[src/hdl/mdu_pkg.sv]
package mdu_pkg;

  localparam int unsigned XLEN = 64;
  localparam int unsigned HALF = XLEN / 2;
  // one quotient bit per back-end stage
  localparam int unsigned DIV_STEPS = XLEN;
  // queue between front and back, power of two
  localparam int unsigned FIFO_DEPTH = 4;

  typedef enum logic [1:0] {
    OP_SDIV = 2'd0,
    OP_UDIV = 2'd1,
    OP_SMUL = 2'd2,
    OP_UMUL = 2'd3
  } op_code_t;

  // classified word handed from front to back
  typedef struct packed {
    logic            is_div;
    logic            spec;
    logic            neg_q;
    logic            neg_r;
    logic [XLEN-1:0] a;
    logic [XLEN-1:0] b;
    logic [XLEN-1:0] c;
  } entry_t;

  // word travelling down the back-end pipeline
  typedef struct packed {
    logic            is_div;
    logic            spec;
    logic            neg_q;
    logic            neg_r;
    logic [XLEN-1:0] r;
    logic [XLEN-1:0] q;
    logic [XLEN-1:0] d;
    logic [XLEN-1:0] x;
    logic [XLEN-1:0] c;
  } stage_t;

endpackage

[src/hdl/mdu_fifo.sv]
module mdu_fifo #(
  parameter int unsigned DEPTH = mdu_pkg::FIFO_DEPTH
) (
  input  logic             clk,
  input  logic             rst,
  input  logic             push,
  input  mdu_pkg::entry_t  wr_data,
  output logic             full,
  input  logic             pop,
  output mdu_pkg::entry_t  rd_data,
  output logic             empty
);

  localparam int unsigned PW = (DEPTH > 1) ? $clog2(DEPTH) : 1;
  localparam int unsigned CW = $clog2(DEPTH + 1);

  mdu_pkg::entry_t mem [DEPTH];
  logic [PW-1:0] wr_ptr;
  logic [PW-1:0] rd_ptr;
  logic [CW-1:0] count;
  logic do_push;
  logic do_pop;

  assign full    = (count == CW'(DEPTH));
  assign empty   = (count == '0);
  assign do_push = push && !full;
  assign do_pop  = pop && !empty;
  assign rd_data = mem[rd_ptr];

  always_ff @(posedge clk) begin
    if (rst) begin
      wr_ptr <= '0;
      rd_ptr <= '0;
      count  <= '0;
    end else begin
      if (do_push) wr_ptr <= wr_ptr + 1'b1;
      if (do_pop)  rd_ptr <= rd_ptr + 1'b1;
      if (do_push && !do_pop) count <= count + 1'b1;
      else if (do_pop && !do_push) count <= count - 1'b1;
    end
  end

  always_ff @(posedge clk) begin
    if (do_push) mem[wr_ptr] <= wr_data;
  end

endmodule

[config.mk]
export PLATFORM = sky130hd
export DESIGN_NAME = mdu_fifo
export DESIGN_NICKNAME = d
export VERILOG_FILES = /design/src/hdl/mdu_pkg.sv /design/src/hdl/mdu_fifo.sv
export SDC_FILE = /design/constraint.sdc
export NUM_CORES = 1
export LEC_CHECK = 0
export BUFFER_PORTS_ARGS = -buffer_cell sky130_fd_sc_hd__buf_2
export CORE_ASPECT_RATIO = 1.5
export CORE_MARGIN = 1
export CORE_UTILIZATION = 25
export DETAILED_ROUTE_END_ITERATION = 10
export PLACE_DENSITY = 0.51
export SYNTH_ARGS = -nofsm -noshare
export SYNTH_HDL_FRONTEND = slang
export SYNTH_SLANG_ARGS = --single-unit
[constraint.sdc]
create_clock -name clk -period 14.1 [get_ports clk]
set_input_delay 2.82 -clock clk [delete_from_list [all_inputs] [get_ports clk]]
set_output_delay 2.82 -clock clk [all_outputs]
set_load 0.005 [all_outputs]
# == After elaboration in Yosys (flattened, before gate mapping) ==
# Memory sizes are Yosys's and may differ from the RTL's. A register that Yosys moved wholly into a read port is not among the register bits.
# Cells that the tools add are included.
# classes
addsub,4
eq_ne,1
muxes,6
reduce_logical,10
# ops
op,n
$mux 3,2
$add 2x1->2 const B,2
$logic_and 1x1->1,4
$logic_not 1->1,4
$mux 2,2
$add 3x1->3 const B,1
$eq 3x3->1 const B,1
$logic_not 3->1,1
$sub 3x1->3 const B,1
$mux 1,2
$reduce_bool 2->1,1
# word_totals
regBits,7
mem_bits_rw,784
out_inout_bits,198
elab_cells,25
n_memories,1
# mem_list
name,words,word_bits,read_ports,rd_ports_with_merged_regs,write_ports,line,source
mem,4,196,1,1,1,mdu_fifo.sv:17,mdu_pkg::entry_t mem [DEPTH];

# == Logic depth before layout (Yosys ltp) ==
# logic_depth
depth_word,7
depth_mapped,8

# == Worst setup path before layout ==
# Ideal clock, no wire load.
# synth_timing
path_type,in2reg
from,input push
to,"memory mem[0][0] in the netlist's numbering, enable pin"
setup_ns,0.580
t_arrival_ns,7.622
path_slack_ns,5.897
path_stages,3
path_buffers,0
cell_sequence,inv_1 -> nor2_1 -> and2_1
# synth_via
elab_chain_len,3
# synth_rtl
element,line,source
from (decl),mdu_fifo.sv:6,"input logic push,"
$logic_and 1x1->1,mdu_fifo.sv:26,assign do_push = push && !full;
named net do_push,mdu_fifo.sv:21,logic do_push;
$mux 1,mdu_fifo.sv:44,if (do_push) mem[wr_ptr] <= wr_data;
$mux 1 (not written as such),mdu_fifo.sv:44,
to (decl),mdu_fifo.sv:17,
# The timed path passes the listed nets, and every way through them passes these cells.

==> flow_summary.ini <==
[run_status]
status = completed

[final_layout]
n_fill_cell = 10990
final_common_cell = edfxtp_1
most-common-layout-cells = edfxtp_1, buf_2, mux4_2, clkbuf_16, buf_4
fin_util_pct = 30.7
drive_gt1_share_pct = 46.3
stdcell_count = 3053
layout.nets = 1728
syn2layout_area_growth_pct = 21.8

[timing]
worst_pin_slew_ns = 1.05
min_period_ns = 6.54
final.setup.tns_ns = 0
clock_skew_ns = 0.0293
fmax_mhz = 153
rsz0062_at_grt = no
drv_slew = 0
setup_viol = 0
hold_ws_ns = 0.514
finalCritPeriodShare_pct = 46.4
hold_violations = 0
max_slew_margin_pct = 30.2

[logic_synthesis]
synth_cells = 1072
ys_types = 21
syn_area_sq_um = 28700
synthXorXnorAreaFrac_pct = 0.122
synth_compound_area_share_pct = 0.126
synth_seq_cells = 793
synth_top_family_by_area = multiplexers
syn-mean-instance-area_sq_um = 26.8
muxShareOfSynthArea_pct = 15.4
synth.net_count = 1278
synth_simple_gate_area_share_pct = 0.296
synth-seq-area-share_pct = 82.6
ys_warn_count = 0
synth-adder-area-share_pct = 0.287

[clock_network]
numCtsBuffers = 78
clock-sinks = 793
htree_levels = 3
clockBufferDepth = 3
post_cts_resize_count = 0
hold_buffers = 0
clkLatencyLatePin_ns = 0.65
cts_root_buf = clkbuf_16
clk_pin_slew_worst_paths_ns = 0.06
post_cts_buffers = 0
cts_tree = yes

[global_route]
grt_pass1_wl_um = 92800
grt_pass1_vias = 14031
antenna_found_initial = 20
grt_overflow = 0
grtUsageTotal_pct = 10.8
grt_max_degree = 92

[die]
fp.dieH_um = 417
core-area_sq_um = 114000
io_pins = 398
initial_core_util_pct = 25.2
fp.dieW_um = 279
rows = 152
dieArea_sq_um = 116000

[place]
gp_congestion = 0.742
hpwl_um = 39300
place_inst = 2905
io_buffers = 397

[pwr]
p_total_uw = 6260
irDropWorstVdd_uv = 111
power.leakage_uw = 0.0113
p_per_area_nw_per_um2 = 179

[detailed_routing]
totalWireLength_um = 62700
firstDrtPassIters = 5
drt_iter0_markers = 685
viasPerCell = 4.22
vias = 12890
wl_per_cell_um = 20.5
drc_errors = 0
antenna_left = 0

[hold_path]
hp-start = wr_ptr[1]
min_path_type = reg2reg

[setup_path]
crit_fanout = 43
startpoint_type = register
critPathRequiredTime_ns = 11.28
arrival_ns = 3.72
critPathKind = reg2out
endpoint_kind = primary output
r2r_start = count[0]

[run]
cap_viol_max_count = 0
[per-layer routing]
layer,GRT usage (%),wire length (um),vias to the layer above
met5,0,43,-
met3,3.17,3920,107
met1,11.6,23000,6807
li1,-,-,5572
met4,5.00,1870,6
met2,19.2,33800,398
[where the power goes]
| part | internal, uW | switching, uW | total, uW |
|---|---|---|---|
| Sequential | 2830 | 83.0 | 2920 |
| Combinational | 630 | 636 | 1270 |
| Clock | 1170 | 897 | 2070 |
[critical path, stage by stage (launching register included)]
cell and delay (ns):
dfxtp_4 0.85, buf_4 0.60, buf_4 0.75, mux4_2 0.62
buf_2 0.15
[sequential cells by signal, summed over array words and instances (netlist names), named ones only]
signal / flops
mem: 784
count: 3
rd_ptr: 2
wr_ptr: 2
[synthesized netlist by cell type (all sizes together)]
| master | n | area, sq um |
|---|---|---|
| nor3 | 1 | 5.00 |
| o311ai | 1 | 8.76 |
| nor2 | 6 | 22.5 |
| dfxtp | 9 | 180 |
| xor2 | 4 | 35.0 |
| mux2i | 2 | 20.0 |
| and2 | 4 | 25.0 |
| edfxtp | 784 | 23500 |
| or3 | 2 | 12.5 |
| buf | 38 | 297 |
| nand2b | 2 | 12.5 |
| mux4 | 196 | 4410 |
| o21ai | 2 | 10.0 |
| o31ai | 1 | 7.51 |
| ha | 5 | 62.6 |
| clkbuf | 7 | 26.3 |
| a21oi | 2 | 10.0 |
| inv | 4 | 15.0 |
| nor3b | 1 | 7.51 |
| fa | 1 | 20.0 |
[path summary, 6_finish.rpt]
path / end / depth (start not counted) / slack [ns]
max: rd_data[116] / 4 / 7.56
min: wr_ptr[1] / 2 / 0.51
max reg2reg: mem[3][129] / 5 / 10.57
min reg2reg: wr_ptr[1] / 2 / 0.51
[logic make-up after synthesis]
kind of cell / count (synthesis)
flops: 793
mux: 198
buf+inv: 49
simple gates: 16
compound gates: 6
fa+ha+maj: 6
xor+xnor: 4
[metrics by stage]
step | worst slack, ns | area, sq um
3_3_place_gp | 8.07 | 32400
5_1_grt | 7.12 | 35000
2_1_floorplan | 5.90 | 28700
6_report | 7.56 | 35000
3_5_place_dp | 8.01 | 32400
4_1_cts | 7.26 | 35000
[layout make-up]
cell class | instances | area [sq um] | area share [%]
diodes | 7 | 17.5 | 0.0501
clock buffers | 91 | 2020 | 5.78
clock inverters | 50 | 552 | 1.58
inverters | 4 | 15.0 | 0.0429
multi-input cells | 230 | 4680 | 13.4
flip-flops and latches | 793 | 23700 | 67.8
well taps | 1463 | 1830 | 5.23
repair buffers | 415 | 2130 | 6.10
No activity file was read; power rests on OpenSTA's default activity.
