`src/hdl/mdu_pkg.sv`:
```
package mdu_pkg;

  localparam int unsigned XLEN = 64;
  localparam int unsigned HALF = XLEN / 2;
  // one quotient bit per back-end stage
  localparam int unsigned DIV_STEPS = XLEN;
  // queue between front and back, power of two
  localparam int unsigned FIFO_DEPTH = 4;

  typedef enum logic [1:0] {
    OP_SDIV = 2'd0,
    OP_UDIV = 2'd1,
    OP_SMUL = 2'd2,
    OP_UMUL = 2'd3
  } op_code_t;

  // classified word handed from front to back
  typedef struct packed {
    logic            is_div;
    logic            spec;
    logic            neg_q;
    logic            neg_r;
    logic [XLEN-1:0] a;
    logic [XLEN-1:0] b;
    logic [XLEN-1:0] c;
  } entry_t;

  // word travelling down the back-end pipeline
  typedef struct packed {
    logic            is_div;
    logic            spec;
    logic            neg_q;
    logic            neg_r;
    logic [XLEN-1:0] r;
    logic [XLEN-1:0] q;
    logic [XLEN-1:0] d;
    logic [XLEN-1:0] x;
    logic [XLEN-1:0] c;
  } stage_t;

endpackage

```
`src/hdl/mdu_front.sv`:
```
module mdu_front (
  input  logic [1:0]                opcode,
  input  logic [mdu_pkg::XLEN-1:0]  operand_a,
  input  logic [mdu_pkg::XLEN-1:0]  operand_b,
  output mdu_pkg::entry_t           entry
);

  logic is_signed;
  logic an;
  logic bn;
  logic [mdu_pkg::XLEN-1:0] corr;

  always_comb begin
    is_signed = (opcode == mdu_pkg::OP_SDIV) || (opcode == mdu_pkg::OP_SMUL);
    an = is_signed & operand_a[mdu_pkg::XLEN-1];
    bn = is_signed & operand_b[mdu_pkg::XLEN-1];
    // signed high-half fix-up for the multiply
    corr = (an ? operand_b : '0) + (bn ? operand_a : '0);
    entry = '0;
    entry.is_div = (opcode == mdu_pkg::OP_SDIV) || (opcode == mdu_pkg::OP_UDIV);
    if (entry.is_div) begin
      if (operand_b == '0) begin
        // divide by zero: quotient all ones (one for a negative signed dividend), remainder is the dividend
        entry.spec = 1'b1;
        entry.a = an ? mdu_pkg::XLEN'(1) : '1;
        entry.c = operand_a;
      end else begin
        entry.a = an ? (~operand_a + 1'b1) : operand_a;
        entry.b = bn ? (~operand_b + 1'b1) : operand_b;
        entry.neg_q = an ^ bn;
        entry.neg_r = an;
      end
    end else begin
      entry.a = operand_a;
      entry.b = operand_b;
      entry.c = corr;
    end
  end

endmodule

```
`config.mk`:
```
export PLATFORM = sky130hd
export DESIGN_NAME = mdu_front
export DESIGN_NICKNAME = d
export VERILOG_FILES = /design/src/hdl/mdu_pkg.sv /design/src/hdl/mdu_front.sv
export SDC_FILE = /design/constraint.sdc
export NUM_CORES = 1
export LEC_CHECK = 0
export ABC_AREA = 1
export BUFFER_PORTS_ARGS = -buffer_cell sky130_fd_sc_hd__buf_2
export CORE_MARGIN = 3
export CORE_UTILIZATION = 50
export DETAILED_ROUTE_END_ITERATION = 12
export MAX_ROUTING_LAYER = met4
export PLACE_DENSITY = 0.79
export SLEW_MARGIN = 0
export SYNTH_ARGS = -nofsm -noshare
export SYNTH_HDL_FRONTEND = slang
export SYNTH_SLANG_ARGS = --single-unit
```
`constraint.sdc`:
```
create_clock -name vclk -period 4.35
set_input_delay 0.87 -clock vclk [all_inputs]
set_output_delay 0.87 -clock vclk [all_outputs]
set_load 0.05 [all_outputs]
```
### Word-level counts from Yosys, hierarchy flattened

Cells that the tools add are included.
Widths: inputs -> output; s select.

* reduce and logical (&&, ||, !) cells: 4
* bitwise logic cells: 5
* $lt $le $gt $ge: 0
* muxes and demuxes: 12
* equality and inequality tests: 2
* $add $sub $neg: 3
* divide/modulo/power cells: 0
* shift-type cells: 0
* multiply operators: 0

Operators by type and width (number)
* $mux 64: 8
* $mux 192: 1
* $add 64x1->64 const B: 2
* $not 64->64: 2
* $add 64x64->64: 1
* $logic_not 64->1: 1
* $mux 3: 1
* $and 1x1->1: 2
* $eq 2x1->1 const B: 1
* $eq 2x2->1 const B: 1
* $logic_not 2->1: 1
* $logic_or 1x1->1: 2
* $mux 2: 1
* $mux 1: 1
* $xor 1x1->1: 1

* RAM bits: 0
* bits of input ports: 130
* word-level logic and storage cells: 26
* register bits: 0
* ROM bits: 0
* memories: 0
* bits in latches: 0

### Longest topological paths before layout

* word-level depth: 6
* mapped depth: 22

### Least setup slack after synthesis

OpenSTA, ideal clock, no wires.

* path kind: input port to output port
* start: input port opcode[0]
* end: output port entry[33] (netlist name)
* arrival: 4099 ps
* cell stages on the path: 17
* path slack: -619 ps
* path through: inv_1 nand2_2 clkbuf_1 clkbuf_1 buf_2 nor2_1 ha_1 nand2_1 nor2_1 inv_1 nor3_1 nand2_1 inv_1 nand2_1 nand2_1 nor2_1 o21ai_0

RTL lines
* start: declaration: RTL line mdu_front.sv:2 `input logic [1:0] opcode,`
* end: declaration: RTL line mdu_front.sv:5 `output mdu_pkg::entry_t entry`

==> results.txt <==
Worst Hold Slack = 2100 ps
Layout cells sized above 1 = 27.1%
Largest family of logic cells by synthesized area = simple AND/OR/NAND/NOR gates
Post-layout util = 69.1%
Crit-path cells = clkbuf_4 > inv_1 > nand2_2 > buf_12 > clkbuf_16 > nor2_1 > ha_1 > nand2_1 > inv_1 > nand2_1 > inv_1 > a21oi_1 > nand2_1 > a21oi_2 > nand2_1 > nand2_1 > nand3_1 > nand2_2 > buf_6
Status = finished with violations
Largest net degree at the start of global routing = 60
Final Hold Fails = 0
DRC errors left = 0
Syn_nets = 2858
Min-Delay Path Depth = 3
RSZ-0062 raised after global routing = yes
Grt total ovfl = 0
P_int = 559 uW
Final ANT Viol Nets = 0
Seq_cells = 0
Static Leak = 0.0101 uW
Period utilization = 101%
First-pass GRT wire length = 90900 um
Seq pwr share = 0%
Max Cap Violations = 0
Post-synthesis sequential area ratio = 0%
Area grow syn2layout = 35.7%
Post-layout min period = 4390 ps
Setup crit start kind = input port
Slew @ Worst Pin = 800 ps
Post-route setup slack = -36.7 ps
Crit path buf inv count = 7
Pins Over Slew Limit = 0
Clk network pwr share = 0%
Mux cell area share after synthesis = 0%
Slowest cell delay on critical path = 330 ps
Top Ports = 326
DR vias = 19.3k
GPL Wtd Cong = 1.11
Mean Syn Cell Area = 4.67 sq um
Fmax = 228 MHz
Critical path required time = 3480 ps
Worst path top cell family by delay = simple AND/OR/NAND/NOR gates
Compound-Gate Fraction of Synth Area = 13.3%
CP most frequent cell = nand2_1
Synth cell types = 45
Port bufs = 326
Core area = 24400 sq um
Net Sw Frac = 71.5%
Net count reported at finish = 3337
Synth Area in XOR/XNOR = 6.34%
CLK BUF = 0
Arrival time worst endpoint = 3520 ps
Ant. Diodes = 0
Peak VDD IR = 0.108 mV
Initial Util = 51.0%
Die area = 26800 sq um
Vias in the first global route = 16.8k
Yosys Warn Count = 0
Die Height = 164 um
Register Area = 0 sq um
Slew HR = 46.1%
Row count = 57
Final setup viols = 1
Via density per instance = 5.58
Simple-gate portion of the synthesized area = 56.1%
Critical-path maximum fanout = 15
Total GRT Usage = 44.2%
Failing checks = setup timing
Post-Route WL = 62100 um
Drt first pass iters = 8
Avg WL per Cell = 17.9 um
P_sw = 1400 uW
Final HPWL from detailed placement = 51700 um
Post-synthesis cell count = 2662
Hold Path Class = input port to primary output
WHS Endpoint = entry[93]
Die X = 164 um
Slowest cell on crit path = ha_1
Combinational share of power = 100.0%
Min-Delay Startpoint = operand_b[29]
CP endpoint kind = primary output
Initial antenna violation count = 0
PwrDens = 116 nW/um^2
Critical path class = input port to primary output
Synth Area in Adders = 6.70%
DRT iter0 DRCs = 2881
Synthesized cell area = 12400 sq um
[routing by layer]
| layer | GRT usage, % | part of all wire (%) | up-vias |
|---|---|---|---|
| li1 | - | - | 9122 |
| met1 | 62.6 | 40 | 8567 |
| met2 | 63.8 | 41 | 1478 |
| met3 | 7.25 | 15 | 172 |
| met4 | 14.1 | 4.3 | 0 |
| met5 | - | 0 | - |
[Yosys cell counts, types with 4 or more instances]
| master | instances | share of area, % |
|---|---|---|
| a21oi_1 | 80 | 3.2 |
| a21oi_2 | 60 | 4.2 |
| a31oi_1 | 4 | 0.20 |
| buf_1 | 10 | 0.30 |
| buf_2 | 13 | 0.52 |
| buf_6 | 9 | 0.82 |
| clkbuf_1 | 24 | 0.72 |
| ha_1 | 65 | 6.5 |
| inv_1 | 481 | 15 |
| inv_2 | 14 | 0.42 |
| nand2_1 | 900 | 27 |
| nand2_2 | 15 | 0.76 |
| nand3_1 | 179 | 7.2 |
| nand4_1 | 47 | 2.4 |
| nor2_1 | 480 | 14 |
| nor2_2 | 12 | 0.60 |
| nor2_4 | 6 | 0.54 |
| nor3_1 | 22 | 0.89 |
| nor4_1 | 4 | 0.20 |
| o21ai_0 | 68 | 2.7 |
| o21ai_1 | 30 | 1.2 |
| o21ai_2 | 11 | 0.78 |
| o21bai_1 | 5 | 0.30 |
| xor2_1 | 90 | 6.3 |
[metrics by stage]
| stage | setup slack [ps] | instances | TNS [ps] | cell area [sq um] | total power, uW |
|---|---|---|---|---|---|
| floorplan | -238 | 2662 | -238 | 12500 | 1210 |
| global placement | -130 | 3454 | -1570 | 15900 | 1790 |
| detailed placement | -204 | 3454 | -2410 | 15900 | 1810 |
| CTS | -1.86 | 3455 | -2.31 | 16000 | 1840 |
| global route | -123 | 3463 | -1260 | 16900 | 2050 |
| finish | -36.7 | 3463 | -36.7 | 16900 | 1960 |
[power by group through the flow]
stage | clock, uW | combinational [uW] | sequential, uW
2_1_floorplan | 0 | 1210 | 0
3_3_place_gp | 0 | 1790 | 0
3_5_place_dp | 0 | 1810 | 0
4_1_cts | 0 | 1840 | 0
5_1_grt | 0 | 2050 | 0
6_report | 0 | 1960 | 0
[cells in the final DEF, fill, tap and decap left out, types with 3 or more instances in the layout]
master / Yosys / routed
nand2_1: 900 / 854
inv_1: 481 / 479
nor2_1: 480 / 410
buf_2: 13 / 279
buf_4: 1 / 205
nand3_1: 179 / 168
xor2_1: 90 / 90
a21oi_2: 60 / 82
nor2_2: 12 / 77
o21ai_0: 68 / 66
nand2_2: 15 / 60
a21oi_1: 80 / 58
ha_1: 65 / 52
nand4_1: 47 / 47
buf_6: 9 / 33
o21ai_1: 30 / 25
inv_2: 14 / 15
o21ai_2: 11 / 15
nor3_1: 22 / 14
nand3_2: 3 / 13
nor2_4: 6 / 11
buf_12: 0 / 10
ha_2: 0 / 7
nor3_2: 1 / 6
ha_4: 0 / 6
o21bai_1: 5 / 5
a31oi_1: 4 / 4
nor4_1: 4 / 4
clkbuf_16: 0 / 4
nand4_4: 3 / 3
o31ai_1: 3 / 3
nor3_4: 0 / 3
o21ai_4: 0 / 3
clkbuf_4: 0 / 3
[final cells by class]
class | instances | area, sq um
inverter | 496 | 1870
multi-input combinational | 2108 | 10900
timing repair buffer | 535 | 3660
fill | 2421 | 7530
tap | 324 | 405
[timing repair]
item,in CTS,in global routing
cloned,0,5
pin swaps,3,7
hold buffers,0,0
endpoints found under the setup margin,36,53
gates resized for setup,50,221
hold endpoints to repair,0,0
buffers inserted,1,3
[worst max-delay path by stage]
stage / startpoint / end / slack [ps] / cells past startpoint
detailed placement: opcode[0] / entry[58] / -200 / 18
global route: operand_b[63] / entry[58] / -120 / 20
CTS: operand_b[63] / entry[63] / -2 / 19
global placement: operand_b[63] / entry[60] / -130 / 19
finish: opcode[0] / entry[58] / -40 / 19
floorplan: opcode[0] / entry[33] / -240 / 17
[cells by family (layout without fill, tap and decap cells)]
logic type	count (synthesis)	after routing
fa+ha+maj	66	66
buf+inv	554	1031
compound gates	269	269
xor+xnor	90	90
simple gates	1683	1683
No activity file was read; power rests on OpenSTA's default activity.
